===== src/rtl/psit_pkg.sv =====
`default_nettype none
package psit_pkg;

	localparam int COORD_BITS = 24;
	localparam int DIFF_BITS  = COORD_BITS + 1;
	localparam int PROD_BITS  = 2 * DIFF_BITS;
	localparam int NORM_BITS  = 16;
	localparam int MAG_BITS   = NORM_BITS + 1;
	localparam int CFG_IDX_BITS = 2;

	typedef logic signed [COORD_BITS-1:0] coord_t;
	typedef logic signed [DIFF_BITS-1:0]  diff_t;
	typedef logic signed [PROD_BITS-1:0]  prod_t;
	typedef logic signed [NORM_BITS-1:0]  norm_t;
	typedef logic [MAG_BITS-1:0]          nmag_t;
	typedef logic [CFG_IDX_BITS-1:0]      cfg_idx_t;

	// configuration register indexes
	localparam cfg_idx_t REG_NORMAL_X = 2'd0;
	localparam cfg_idx_t REG_NORMAL_Y = 2'd1;
	localparam cfg_idx_t REG_NORMAL_Z = 2'd2;

	typedef enum logic [1:0] {
		DROP_X,
		DROP_Y,
		DROP_Z
	} drop_t;

	// strict sign of a*b - c*d
	typedef struct packed {
		logic gt;
		logic lt;
	} sign_t;

	// stage enables for one product-compare unit
	typedef struct packed {
		logic mul_en;
		logic cmp_en;
	} sp_ctl_t;

	function automatic diff_t sub(coord_t p, coord_t q);
		return diff_t'(p) - diff_t'(q);
	endfunction

endpackage
`default_nettype wire


===== src/rtl/psit_sgnprod.sv =====
`default_nettype none
// Sign of a*b - c*d: products in one stage, exact compare in the next.
module psit_sgnprod (
	input  wire                clk,
	input  psit_pkg::sp_ctl_t  ctl,
	input  psit_pkg::diff_t    a,
	input  psit_pkg::diff_t    b,
	input  psit_pkg::diff_t    c,
	input  psit_pkg::diff_t    d,
	output psit_pkg::sign_t    sgn
);
	import psit_pkg::*;

	prod_t p_s3;
	prod_t q_s3;
	sign_t sgn_s4;

	always_ff @(posedge clk) begin
		if (ctl.mul_en) begin
			p_s3 <= prod_t'(a) * prod_t'(b);
			q_s3 <= prod_t'(c) * prod_t'(d);
		end
	end

	always_ff @(posedge clk) begin
		if (ctl.cmp_en) begin
			sgn_s4.gt <= p_s3 > q_s3;
			sgn_s4.lt <= p_s3 < q_s3;
		end
	end

	assign sgn = sgn_s4;
endmodule
`default_nettype wire


===== config.mk =====
export PLATFORM = sky130hd
export DESIGN_NAME = psit_sgnprod
export DESIGN_NICKNAME = d
export VERILOG_FILES = /design/src/rtl/psit_pkg.sv /design/src/rtl/psit_sgnprod.sv
export SDC_FILE = /design/constraint.sdc
export NUM_CORES = 2
export LEC_CHECK = 0
export BUFFER_PORTS_ARGS = -buffer_cell sky130_fd_sc_hd__buf_2
export CAP_MARGIN = 10
export CORE_MARGIN = 2
export CORE_UTILIZATION = 24
export DETAILED_ROUTE_END_ITERATION = 6
export HOLD_SLACK_MARGIN = 0.02
export PLACE_DENSITY = 0.49
export SYNTH_ARGS = -nofsm -noshare
export SYNTH_HDL_FRONTEND = slang
export SYNTH_SLANG_ARGS = --single-unit
export TNS_END_PERCENT = 30

===== constraint.sdc =====
create_clock -name clk -period 10.3 [get_ports clk]
set_clock_uncertainty 0.1 [all_clocks]
set_input_delay 1.03 -clock clk [delete_from_list [all_inputs] [get_ports clk]]
set_output_delay 1.03 -clock clk [all_outputs]
set_load 0.005 [all_outputs]

== After elaboration in Yosys (flattened, before gate mapping) ==
Cells that the tools add are included.

* Bits in registers: 102
* Bits of input ports: 103
* Output and inout bits: 2
* Word-level logic and storage cells: 8

* $mul: 2
* Magnitude comparators: 2

{| class="wikitable"
|+ Operator list
! operator !! count
|-
| $mul 25x25->50 || 2
|-
| $gt 50x50->1 || 1
|-
| $lt 50x50->1 || 1
|}

== Depth between registers and ports, before layout ==
* Word-level depth: 1
* Depth in mapped cells: 29
* Depth with buffers taken out: 26

== Worst setup path after synthesis ==
Ideal clock, no wire load.

* Path type: input to register
* Start point: in d[4]
* End point: reg q_s3[29], data pin
* Setup time: 0.267 ns
* Data arrival time: 7.664 ns
* Required time: 9.933 ns
* Path slack: 2.269 ns
* Stages on the path: 29
* Buffers on the path: 3
* Path through: clkbuf_1 -> clkbuf_1 -> nand2_1 -> fa_1 -> inv_1 -> fa_1 -> inv_1 -> fa_1 -> inv_1 -> fa_1 -> inv_1 -> fa_1 -> inv_1 -> fa_1 -> inv_1 -> fa_1 -> inv_1 -> ha_1 -> buf_6 -> a21o_1 -> a2111oi_2 -> o32a_2 -> a21oi_2 -> o31a_1 -> o21ai_2 -> a21boi_1 -> or2_1 -> a211o_1 -> xor2_1

* Longest elaborated chain between the ends: 1

{| class="wikitable"
|+ Ends and longest elaborated chain
! element !! RTL line !! RTL
|-
| start: declaration || psit_sgnprod.sv:9 || <nowiki>input psit_pkg::diff_t d,</nowiki>
|-
| $mul 25x25->50 || psit_sgnprod.sv:21 || <nowiki>q_s3 <= prod_t'(c) * prod_t'(d);</nowiki>
|-
| end signal: assignment || psit_sgnprod.sv:21 ||
|-
| end: declaration || psit_sgnprod.sv:15 || <nowiki>prod_t q_s3;</nowiki>
|}

Every way passes these cells.
A chain may end at the register's enable or synchronous reset.

== Worst setup path after layout ==
* Start point: in b[24]
* End point: reg p_s3[48], data pin

* Longest elaborated chain between the ends: 1

{| class="wikitable"
|+ Ends and longest elaborated chain
! element !! RTL line !! RTL
|-
| start: declaration || psit_sgnprod.sv:7 || <nowiki>input psit_pkg::diff_t b,</nowiki>
|-
| $mul 25x25->50 || psit_sgnprod.sv:20 || <nowiki>p_s3 <= prod_t'(a) * prod_t'(b);</nowiki>
|-
| end signal: assignment || psit_sgnprod.sv:20 ||
|-
| end: declaration || psit_sgnprod.sv:14 || <nowiki>prod_t p_s3;</nowiki>
|}

Every way passes these cells.

==> metrics <==
status=finished, final reports clean; largest net degree at the start of global routing=61; final hold violation count=0; synthesis-stage register bit count=102; initial DRC count=1681; critical path class=in2reg; Worst-Margin Slew=1120 ps; Slew headroom=0.247; die height=460 um; count of final setup violators=0; Post-Syn Area=49900 um^2; YS warnings=0; # DRC=0; ys async rst share=0; post-synthesis sequential area ratio=0.0613; layout cells sized above 1=0.0330; total congestion overflow=0; RSZ-0062 raised after global routing=false; Syn Area/Cell=9.59 um^2; # H-tree levels=3; num ports=105; vias in the first global route=38443; Synth area leader=fa_1; CTS Root Cell=clkbuf_16; initial antenna violation count=7; CTS Hold Bufs=0; Fin Setup TNS=0 ps; via count=33697; Hold Crit Class=reg2reg; RD Place Congestion=0.819; Detailed Place HPWL=111000 um; Synth Flop Type=edfxtp_1; CTS clk-pin slew, worst paths=80 ps; core area=207000 um^2; PortBufs=104; PostCTS Resize Cnt=0; top post-synthesis cells by area=fa_1 (53%), inv_1 (10%), ha_1 (8.3%); post-DR vias/cell=4.26; area share of the largest cell type after synthesis=0.528; layout overhead on the synthesized area=7.16%; first-pass GRT wire length=217000 um; CP required=10330 ps; Site Rows=167; post-synth cell types=73; clock buffer depth=2; routed length per instance=16.9 um; Synth Instances=5209; final wirelength=134000 um; crit path DAT=8610 ps; startpoint types=input pin; CTS buffer count=9; CTS tree=built; Chip Width=460 um; worst-skew pair later-pin latency=380 ps; DR pass1 iterations=5; minimum clock period=8590 ps; worst-path fanout max=19; Initial Util=0.241; die area=212000 um^2; count of pins over their slew limit=0; Layout Nets=6862; max_cap viols=0; syn_nets=6960; post-CTS setup buffer count=0; total track usage=0.132; clock sinks=102; Fmax achieved=116 MHz; Final period util=0.834; Final ANT Viol Nets=0; CP endpoint kind=flop; Post-synth EDFFs=102
-- worst max-delay path, stage by stage --
cell,delay [ps]
buf_2,340
clkinv_1,690
nor2_1,330
fa_1,460
fa_1,510
fa_1,440
fa_1,540
fa_1,460
fa_1,500
inv_1,50
fa_1,470
inv_1,40
ha_1,320
a21oi_1,180
nand2b_1,190
nand2b_1,100
a211o_1,280
a21oi_1,480
o211a_1,330
o21ai_1,110
a221oi_1,420
o21ai_0,170
xnor2_1,150
-- layout by cell type, fill, tap and decap left out, types with 11 or more instances in the layout --
| cell | n |
|---|---|
| inv_1 | 1324 |
| fa_1 | 1316 |
| nand2_1 | 658 |
| and2_1 | 603 |
| ha_1 | 332 |
| buf_2 | 104 |
| edfxtp_1 | 102 |
| nor2_1 | 96 |
| a21oi_1 | 83 |
| xnor2_1 | 82 |
| a21o_1 | 79 |
| o21ai_0 | 39 |
| xor2_1 | 31 |
| nand2b_1 | 28 |
| nand4_1 | 23 |
| nand3_1 | 23 |
| buf_4 | 16 |
| a31oi_1 | 13 |
| o21bai_1 | 13 |
| nor2b_1 | 11 |
-- Yosys cell counts (all sizes together), types with 10 or more instances --
library cell  count
and2            604
fa             1316
nor2b            11
nand2b           28
a21oi            86
nand2           658
ha              332
o21bai           13
o21ai            48
inv            1324
nand3            23
nor2             96
a21o             79
o21a             10
nand4            23
xnor2            82
clkbuf          226
edfxtp          102
and3             10
xor2             31
a31oi            14
-- sequential cells by signal, indices dropped and copies added, names as in the netlist --
name	count
p_s3	50
sgn	2
q_s3	50
-- routing by layer --
layer  vias up  wire (um)  global-route usage  share of wire
met5         -         31                   0        0.00023
met2       680      70100               0.242           0.52
li1      14907          -                   -              -
met3       146       5120              0.0142          0.038
met4         4       3300              0.0300          0.025
met1     17960      55200               0.164           0.41
-- final cells by class --
cell class                 instances  area (um^2)
fill                           22188       154000
multi-input combinational       3552        41000
inverter                        1326         4980
tap                             2788         3490
sequential                       102         3060
timing repair buffer             120          641
clock buffer                       9          225
clock inverter                     7         86.3
antenna                            3         7.51
-- cell families (layout without fill, tap and decap cells) --
group / after synthesis / count (layout) / share of synthesized area
adder cells (fa/ha/maj): 1648 / 1648 / 0.611
buffers and inverters: 1555 / 1462 / 0.117
AND/OR/NAND/NOR: 1476 / 1476 / 0.147
AO/OA/AOI/OAI: 315 / 315 / 0.0441
XOR/XNOR: 113 / 113 / 0.0198
flip-flops: 102 / 102 / 0.0613
other: 0 / 3 / 0
-- through the flow --
step / cells / setup slack, ps / instance area [um^2] / util / hold slack (ps)
2_1_floorplan: 5209 / 2270 / 49900 / - / 629
3_3_place_gp: 7887 / 1510 / 53200 / 0.257 / 859
3_5_place_dp: 7888 / 1370 / 53200 / 0.257 / 848
4_1_cts: 7904 / 1780 / 53500 / 0.258 / 870
5_1_grt: 7905 / 1410 / 53500 / 0.258 / 853
6_report: 7907 / 1710 / 53500 / 0.258 / 826
-- path summary, 6_finish.rpt --
check	start	end	slack, ps	cells after the start
worst max-delay path	b[24]	p_s3[48]$_DFFE_PP_	1710	23
worst min-delay path	p_s3[49]$_DFFE_PP_	sgn[0]$_DFFE_PP_	830	2
worst max register to register	p_s3[25]$_DFFE_PP_	sgn[1]$_DFFE_PP_	6940	9
worst min register to register	p_s3[49]$_DFFE_PP_	sgn[0]$_DFFE_PP_	830	2
Power is not shown: default switching activity piles up to over one toggle a cycle in this logic, so the estimate is an artifact.
